File: src/sv/tea_pkg.sv
// tea_pkg: shared types, constants and lookup tables of the tilt echo beam aimer
// used by every design module of the block; depends on nothing

package tea_pkg;

    // field widths
    localparam int WidthW   = 16;
    localparam int IntervW  = 4;
    localparam int TiltW    = 14;
    localparam int YawMoveW = 6;
    localparam int PitchMvW = 4;
    localparam int YawTgtW  = 5;
    localparam int PitchTgW = 3;
    localparam int CfgIdxW  = 3;
    localparam int TblIdxW  = 4;

    // configuration register indexes
    localparam logic [CfgIdxW-1:0] RegNearOne  = 3'd0;
    localparam logic [CfgIdxW-1:0] RegFarOne   = 3'd1;
    localparam logic [CfgIdxW-1:0] RegNearTwo  = 3'd2;
    localparam logic [CfgIdxW-1:0] RegFarTwo   = 3'd3;
    localparam logic [CfgIdxW-1:0] RegInterval = 3'd4;

    // configuration reset values, tenths of cm
    localparam logic [WidthW-1:0]  NearOneRst  = 16'd300;
    localparam logic [WidthW-1:0]  FarOneRst   = 16'd1500;
    localparam logic [WidthW-1:0]  NearTwoRst  = 16'd550;
    localparam logic [WidthW-1:0]  FarTwoRst   = 16'd1500;
    localparam logic [IntervW-1:0] IntervalRst = 4'd4;

    // sensor selector codes
    localparam logic SensorOne = 1'b0;
    localparam logic SensorTwo = 1'b1;

    // divide by ten: (x * 0xCCCD) >> 19 is exact for any 16-bit x
    localparam logic [WidthW-1:0] RecipTen   = 16'hCCCD;
    localparam int                RecipShift = 19;
    localparam int                QuotW      = 13;

    // largest tilt that moves the aim, and the table center (tilt zero)
    localparam logic [QuotW-1:0]   TiltMax    = 13'd5;
    localparam logic [TblIdxW-1:0] TblCenter  = 4'd5;

    // aim targets indexed by tilt + 5
    localparam logic signed [YawTgtW-1:0] YawTable [0:10] = '{
        -5'sd10, -5'sd8, -5'sd6, -5'sd4, -5'sd2, 5'sd0,
        5'sd2, 5'sd4, 5'sd6, 5'sd8, 5'sd10
    };
    localparam logic [PitchTgW-1:0] PitchTable [0:10] = '{
        3'd5, 3'd4, 3'd3, 3'd2, 3'd1, 3'd0, 3'd1, 3'd2, 3'd3, 3'd4, 3'd5
    };

    typedef struct packed {
        logic [WidthW-1:0]  near_one;
        logic [WidthW-1:0]  far_one;
        logic [WidthW-1:0]  near_two;
        logic [WidthW-1:0]  far_two;
        logic [IntervW-1:0] interval;
    } cfg_t;

    typedef struct packed {
        logic              mode;
        logic [WidthW-1:0] width;
    } item_t;

    typedef struct packed {
        logic              good;
        logic [WidthW-1:0] held_one;
        logic [WidthW-1:0] held_two;
    } sample_t;

    typedef struct packed {
        logic                       aim_update;
        logic signed [YawMoveW-1:0] yaw_move;
        logic signed [PitchMvW-1:0] pitch_move;
        logic signed [TiltW-1:0]    tilt_value;
        logic                       sample_good;
    } result_t;

endpackage

File: src/sv/tilt_echo_beam_aimer.sv
// tilt_echo_beam_aimer: top level with config registers, input and result registers
// depends on tea_pkg, tea_sample_check and tea_aim_calc
//
//   channel   direction  beat contents
//   s_axis    in         tuser: mode; tdata: pulse_count
//   m_axis    out        tuser: aim_update, sample_good; tdata: yaw, pitch, tilt
//   cfg       in         one register write per cycle, no read-back
//
// one beat per cycle sustained while m_tready holds; a beat taken into the input register
// moves on to the result register once the result slot frees.
// the single pass between those two registers is set by the 16x16 reciprocal
// multiply of the divide by ten. synchronous active-low reset clears the held
// widths, counter and targets and reloads the config defaults. a stall on m_
// holds the result and fills the input register, after which s_tready drops.

module tilt_echo_beam_aimer (
    input  logic                          aclk,
    input  logic                          aresetn,
    input  logic                          s_tvalid,
    output logic                          s_tready,
    input  logic [15:0]                   s_tdata,   // [15:0] pulse_count
    input  logic [0:0]                    s_tuser,   // [0] mode
    output logic                          m_tvalid,
    input  logic                          m_tready,
    output logic [23:0]                   m_tdata,   // [5:0] yaw_move, [9:6] pitch_move,
                                                     // [23:10] tilt_value
    output logic [1:0]                    m_tuser,   // [0] aim_update, [1] sample_good
    input  logic                          cfg_wr_en,
    input  logic [tea_pkg::CfgIdxW-1:0]   cfg_index,
    input  logic [tea_pkg::WidthW-1:0]    cfg_wdata
);

    tea_pkg::cfg_t    cfg_reg;
    tea_pkg::item_t   item_reg;
    logic             item_valid_reg, item_valid_next;
    tea_pkg::result_t res_reg;
    tea_pkg::result_t res_calc;
    logic             res_valid_reg, res_valid_next;
    tea_pkg::sample_t sample;
    logic             advance;
    logic             s_take;

    // configuration register writes
    always_ff @(posedge aclk) begin
        if (!aresetn) begin
            cfg_reg.near_one <= tea_pkg::NearOneRst;
            cfg_reg.far_one  <= tea_pkg::FarOneRst;
            cfg_reg.near_two <= tea_pkg::NearTwoRst;
            cfg_reg.far_two  <= tea_pkg::FarTwoRst;
            cfg_reg.interval <= tea_pkg::IntervalRst;
        end else if (cfg_wr_en) begin
            unique case (cfg_index)
                tea_pkg::RegNearOne:  cfg_reg.near_one <= cfg_wdata;
                tea_pkg::RegFarOne:   cfg_reg.far_one  <= cfg_wdata;
                tea_pkg::RegNearTwo:  cfg_reg.near_two <= cfg_wdata;
                tea_pkg::RegFarTwo:   cfg_reg.far_two  <= cfg_wdata;
                tea_pkg::RegInterval: cfg_reg.interval <= cfg_wdata[tea_pkg::IntervW-1:0];
                default: ;
            endcase
        end
    end

    // handshake: the beat in the input register moves on when the result slot frees
    assign advance  = item_valid_reg && (!res_valid_reg || m_tready);
    assign s_tready = !item_valid_reg || advance;
    assign s_take   = s_tvalid && s_tready;

    always_comb begin
        item_valid_next = item_valid_reg;
        if (s_take) begin
            item_valid_next = 1'b1;
        end else if (advance) begin
            item_valid_next = 1'b0;
        end
        res_valid_next = res_valid_reg;
        if (advance) begin
            res_valid_next = 1'b1;
        end else if (m_tready) begin
            res_valid_next = 1'b0;
        end
    end

    always_ff @(posedge aclk) begin
        if (!aresetn) begin
            item_valid_reg <= 1'b0;
            res_valid_reg  <= 1'b0;
        end else begin
            item_valid_reg <= item_valid_next;
            res_valid_reg  <= res_valid_next;
        end
    end

    // input and result payload registers
    always_ff @(posedge aclk) begin
        if (s_take) begin
            item_reg.mode  <= s_tuser[0];
            item_reg.width <= s_tdata;
        end
        if (advance) begin
            res_reg <= res_calc;
        end
    end

    tea_sample_check u_sample (
        .aclk    (aclk),
        .aresetn (aresetn),
        .step    (advance),
        .item    (item_reg),
        .cfg     (cfg_reg),
        .sample  (sample)
    );

    tea_aim_calc u_aim (
        .aclk     (aclk),
        .aresetn  (aresetn),
        .step     (advance),
        .mode     (item_reg.mode),
        .sample   (sample),
        .interval (cfg_reg.interval),
        .result   (res_calc)
    );

    // result beat packing
    assign m_tvalid = res_valid_reg;
    assign m_tdata  = {res_reg.tilt_value, res_reg.pitch_move, res_reg.yaw_move};
    assign m_tuser  = {res_reg.sample_good, res_reg.aim_update};

endmodule

File: src/sv/tea_sample_check.sv
// tea_sample_check: window check of each echo width and the two held widths
// depends on tea_pkg

module tea_sample_check (
    input  logic           aclk,
    input  logic           aresetn,
    input  logic           step,
    input  tea_pkg::item_t item,
    input  tea_pkg::cfg_t  cfg,
    output tea_pkg::sample_t sample
);

    logic [tea_pkg::WidthW-1:0] held_one_reg, held_one_next;
    logic [tea_pkg::WidthW-1:0] held_two_reg, held_two_next;
    logic good;

    // strict window compare against the measuring sensor's limits
    always_comb begin
        if (item.mode == tea_pkg::SensorOne) begin
            good = (item.width > cfg.near_one) && (item.width < cfg.far_one);
        end else begin
            good = (item.width > cfg.near_two) && (item.width < cfg.far_two);
        end
        held_one_next = held_one_reg;
        held_two_next = held_two_reg;
        if (good && item.mode == tea_pkg::SensorOne) begin
            held_one_next = item.width;
        end
        if (good && item.mode == tea_pkg::SensorTwo) begin
            held_two_next = item.width;
        end
    end

    // held widths as they stand after this beat
    assign sample.good     = good;
    assign sample.held_one = held_one_next;
    assign sample.held_two = held_two_next;

    always_ff @(posedge aclk) begin
        if (!aresetn) begin
            held_one_reg <= '0;
            held_two_reg <= '0;
        end else if (step) begin
            held_one_reg <= held_one_next;
            held_two_reg <= held_two_next;
        end
    end

endmodule

File: src/sv/tea_aim_calc.sv
// tea_aim_calc: tilt from the held widths, update pacing counter and step moves
// depends on tea_pkg

module tea_aim_calc (
    input  logic                          aclk,
    input  logic                          aresetn,
    input  logic                          step,
    input  logic                          mode,
    input  tea_pkg::sample_t              sample,
    input  logic [tea_pkg::IntervW-1:0]   interval,
    output tea_pkg::result_t              result
);

    logic signed [tea_pkg::WidthW:0]         diff;
    logic [tea_pkg::WidthW-1:0]              mag;
    logic [2*tea_pkg::WidthW-1:0]            prod;
    logic [tea_pkg::QuotW-1:0]               quot;
    logic signed [tea_pkg::TiltW-1:0]        tilt;
    logic                                    in_range;
    logic [tea_pkg::TblIdxW-1:0]             tbl_idx;
    logic signed [tea_pkg::YawTgtW-1:0]      yaw_tgt;
    logic [tea_pkg::PitchTgW-1:0]            pitch_tgt;
    logic [tea_pkg::IntervW-1:0]             count_reg, count_next, count_inc;
    logic signed [tea_pkg::YawTgtW-1:0]      yaw_reg, yaw_next;
    logic [tea_pkg::PitchTgW-1:0]            pitch_reg, pitch_next;
    logic                                    evaluate;
    logic                                    update;

    // signed difference, magnitude, divide by ten, sign restored (toward zero)
    always_comb begin
        diff = $signed({1'b0, sample.held_one}) - $signed({1'b0, sample.held_two});
        mag  = diff[tea_pkg::WidthW] ? tea_pkg::WidthW'(-diff)
                                     : diff[tea_pkg::WidthW-1:0];
        prod = mag * tea_pkg::RecipTen;
        quot = prod[tea_pkg::RecipShift +: tea_pkg::QuotW];
        tilt = diff[tea_pkg::WidthW] ? -$signed({1'b0, quot}) : $signed({1'b0, quot});
    end

    // target lookup for tilt magnitudes one to five
    always_comb begin
        in_range  = (quot != '0) && (quot <= tea_pkg::TiltMax);
        tbl_idx   = diff[tea_pkg::WidthW] ? tea_pkg::TblCenter - quot[tea_pkg::TblIdxW-1:0]
                                          : tea_pkg::TblCenter + quot[tea_pkg::TblIdxW-1:0];
        yaw_tgt   = in_range ? tea_pkg::YawTable[tbl_idx] : '0;
        pitch_tgt = in_range ? tea_pkg::PitchTable[tbl_idx] : '0;
    end

    // pacing counter for sensor-two beats
    always_comb begin
        count_inc  = count_reg + 1'b1;
        evaluate   = (mode == tea_pkg::SensorTwo) &&
                     ((count_inc >= interval) || (count_reg >= interval));
        count_next = count_reg;
        if (mode == tea_pkg::SensorTwo) begin
            count_next = evaluate ? '0 : count_inc;
        end
        update     = evaluate && in_range;
        yaw_next   = update ? yaw_tgt : yaw_reg;
        pitch_next = update ? pitch_tgt : pitch_reg;
    end

    // moves relative to the previous targets
    always_comb begin
        result.aim_update  = update;
        result.yaw_move    = update ? ({yaw_tgt[tea_pkg::YawTgtW-1], yaw_tgt} -
                                       {yaw_reg[tea_pkg::YawTgtW-1], yaw_reg}) : '0;
        result.pitch_move  = update ? ($signed({1'b0, pitch_tgt}) -
                                       $signed({1'b0, pitch_reg})) : '0;
        result.tilt_value  = tilt;
        result.sample_good = sample.good;
    end

    always_ff @(posedge aclk) begin
        if (!aresetn) begin
            count_reg <= '0;
            yaw_reg   <= '0;
            pitch_reg <= '0;
        end else if (step) begin
            count_reg <= count_next;
            yaw_reg   <= yaw_next;
            pitch_reg <= pitch_next;
        end
    end

endmodule

File: config.mk
export PLATFORM = sky130hd
export DESIGN_NAME = tilt_echo_beam_aimer
export DESIGN_NICKNAME = d
export VERILOG_FILES = /design/src/sv/tea_pkg.sv /design/src/sv/tilt_echo_beam_aimer.sv /design/src/sv/tea_sample_check.sv /design/src/sv/tea_aim_calc.sv
export SDC_FILE = /design/constraint.sdc
export NUM_CORES = 1
export LEC_CHECK = 0
export BUFFER_PORTS_ARGS = -buffer_cell sky130_fd_sc_hd__buf_2
export CAP_MARGIN = 40
export CORE_MARGIN = 1.5
export CORE_UTILIZATION = 40
export CTS_CLUSTER_SIZE = 24
export DETAILED_ROUTE_END_ITERATION = 12
export PLACE_DENSITY = 0.52
export SYNTH_ARGS = -nofsm -noshare
export SYNTH_HDL_FRONTEND = slang
export SYNTH_SLANG_ARGS = --single-unit
File: constraint.sdc
create_clock -name aclk -period 15.4 [get_ports aclk]
set_input_delay 1.54 -clock aclk [delete_from_list [all_inputs] [get_ports aclk]]
set_output_delay 1.54 -clock aclk [all_outputs]
set_load 0.03 [all_outputs]
==> out/metrics.cfg <==
[outcome]
status=finished clean

[route]
first_pass_iters=5
drc=0
first_iter_violations=785
viasPerCell=5.293
wl_per_cell_um=18.07
ant_nets=0
routed_wl_mm=39.44
vias=11560

[worst_setup_path]
critPathBufInv=6
endpoint=m_tdata[5]$_SDFFCE_PN0P_
cp_top_family=adder cells
r2r_cells=56
cpMaxStageDelayCell=or4_1
r2r_start=item_reg[10]$_DFFE_PP_
path_max_fanout=13
crit-reg2reg-capture=m_tdata[5]$_SDFFCE_PN0P_
critPathLaunch=item_reg[10]$_DFFE_PP_
cp-start-kind=flip-flop
max_stage_delay_ps=580
worst-r2r-setup-slack_ps=750
cp-end-kind=flip-flop
crit_top_cell=ha_1
critPathRequiredTime_ps=15560
arrival_ps=14810
crit_type=flip-flop to flip-flop
cp.depth=56

[grt]
antenna_found_initial=0
grt_remaining_overflow=0
grt_first_pass_wirelength_mm=62.48
grt_max_degree=61
gr-usage-all-layers_pct=21.02
grt_pass1_vias=11300

[logic_synthesis]
yosysWarningCount=0
netlist-cell-type-count=92
ys.flop_type=dfxtp_1
async_reset_ff_share_pct=0
yosysSeqAreaShare_pct=23.64
synth_nets=2003
synth-edff-count=41
synth_seq_cells=153
syn-cell-area_um2=14690
postSynthAreaPerCell_um2=8.936
synthCells=1644

[floorplanning]
initial_core_util_pct=40.42
fp.dieH_um=194.6
die_area_um2=37880
io_pins=69
fp-row-count=70
die_w_um=194.6
core_um2=36350

[placed_design]
gp_congestion=0.8814
place_inst=2147
hpwl_mm=32.28
dpl_cell_area_um2=15560
portBuffers=67

[finish]
largest_reg_flops=68
fin_area_um2=16240
fin_nets=2061
final_cell_mix=247 x inv_1, 234 x ha_1, 198 x nand2_1, 127 x a21oi_1, 112 x dfxtp_1
area.sequential_um2=3473
syn2layout_area_growth_pct=10.57
fillers=3552
multi_input_area_um2=10150
n_antenna_cell=0
layout_commonest_cell=inv_1
drive_gt1_share_pct=10.67
fin_cells=2183

[clock_tree]
htreeDepth=4
root_buffer=clkbuf_16
cts_buffers=17
clk_path_buf_depth=2
cts_hold_buffers=0
clk_pin_slew_ps=60
cts_tree=yes
clkSinkCount=153
clk_latency_ps=430

[flow_run]
drv_cap=0

[sta]
slew-limit-headroom_pct=43.73
hold_ws_ps=454.2
setup_viol_count_final=0
final_max_slew_viol_count=0
finalCritPeriodShare_pct=95.16
period_minus_slack_ps=14650
skew_ps=11.88
final-hold-violation-count=0
tightest_slew_ps=844.0
fin_setup_tns_ps=0
max_freq_mhz=68.24

[worst_hold_path]
worstHoldStart=u_sample.held_one_reg[12]$_SDFFE_PN0P_
hp-class=flip-flop to flip-flop

[worst reg2reg max path, delay by kind of cell (launching register included)]
| kind | cells | cell delay (ps) |
|---|---|---|
| muxes | 4 | 980 |
| DFF | 1 | 520 |
| adders and majority gates | 14 | 5210 |
| AOI/OAI and AO/OA | 13 | 2770 |
| xor gates and xnor gates | 3 | 790 |
| buffers and inverters | 6 | 680 |
| and+or+nand+nor | 16 | 3450 |
[metrics by stage]
step                utilization (%)  worst slack, ps
floorplan                         -             1799
global placement              42.64            599.7
detailed placement            42.82            459.8
CTS                           44.42            403.4
global route                  44.69           -65.13
finish                        44.69            746.0
[synth_stat cells, types with 23 or more instances]
library cell / count / share of area, %
nand3_1: 28 / 0.95
a21o_1: 43 / 2.2
edfxtp_1: 41 / 8.4
inv_1: 246 / 6.3
a21oi_1: 128 / 4.4
a211oi_1: 28 / 1.4
dfxtp_1: 112 / 15
o211ai_1: 27 / 1.4
nor2_1: 62 / 1.6
clkbuf_1: 42 / 1.1
fa_1: 84 / 11
xnor2_1: 44 / 2.6
nand2_1: 199 / 5.1
nand4_1: 23 / 0.98
o21ai_0: 32 / 1.1
ha_1: 234 / 20
[how the worst min path moves through the flow]
stage	to	slack (ps)	cells past startpoint
2_1_floorplan	u_sample.held_one_reg[10]$_SDFFE_PN0P_	430	2
3_3_place_gp	u_sample.held_one_reg[13]$_SDFFE_PN0P_	440	2
3_5_place_dp	u_sample.held_one_reg[10]$_SDFFE_PN0P_	450	2
4_1_cts	u_sample.held_one_reg[12]$_SDFFE_PN0P_	460	2
5_1_grt	cfg_reg[53]$_SDFFE_PN0P_	480	2
6_report	u_sample.held_one_reg[12]$_SDFFE_PN0P_	450	2
[timing repair]
action                                  4_1_cts  5_1_grt
endpoints found under the setup margin        0        8
resized for setup                             0       12
buffers inserted                              0        4
[logic make-up (layout without fill, tap and decap cells)]
group,count (synthesis),in the layout,share of synthesized area (%)
DFF,153,153,23.64
other,1,1,0.02553
xor gates and xnor gates,60,60,3.918
buffers and inverters,297,368,7.725
muxes,40,40,2.879
adders and majority gates,319,319,31.45
AOI/OAI and AO/OA,364,364,17.24
and+or+nand+nor,410,410,13.12
[final cells by class]
cell class                      instances  share of cell area [%]
Clock buffer                           20                   2.881
Clock inverter                         12                  0.7087
Inverter                              248                   5.731
Multi-Input combinational cell       1194                   62.52
Sequential cell                       153                   21.38
Tap cell                              468                   3.605
Timing Repair Buffer                   88                   3.174
[layer usage]
layer | wire [um] | global-route usage [%] | vias to the layer above
li1 | - | - | 5808
met1 | 20330 | 31.20 | 5517
met2 | 17140 | 32.34 | 208
met3 | 1601 | 3.505 | 22
met4 | 367 | 3.356 | 0
met5 | 0 | 0 | -
Power is not shown: default switching activity piles up to over one toggle a cycle in this logic, so the estimate is an artifact.
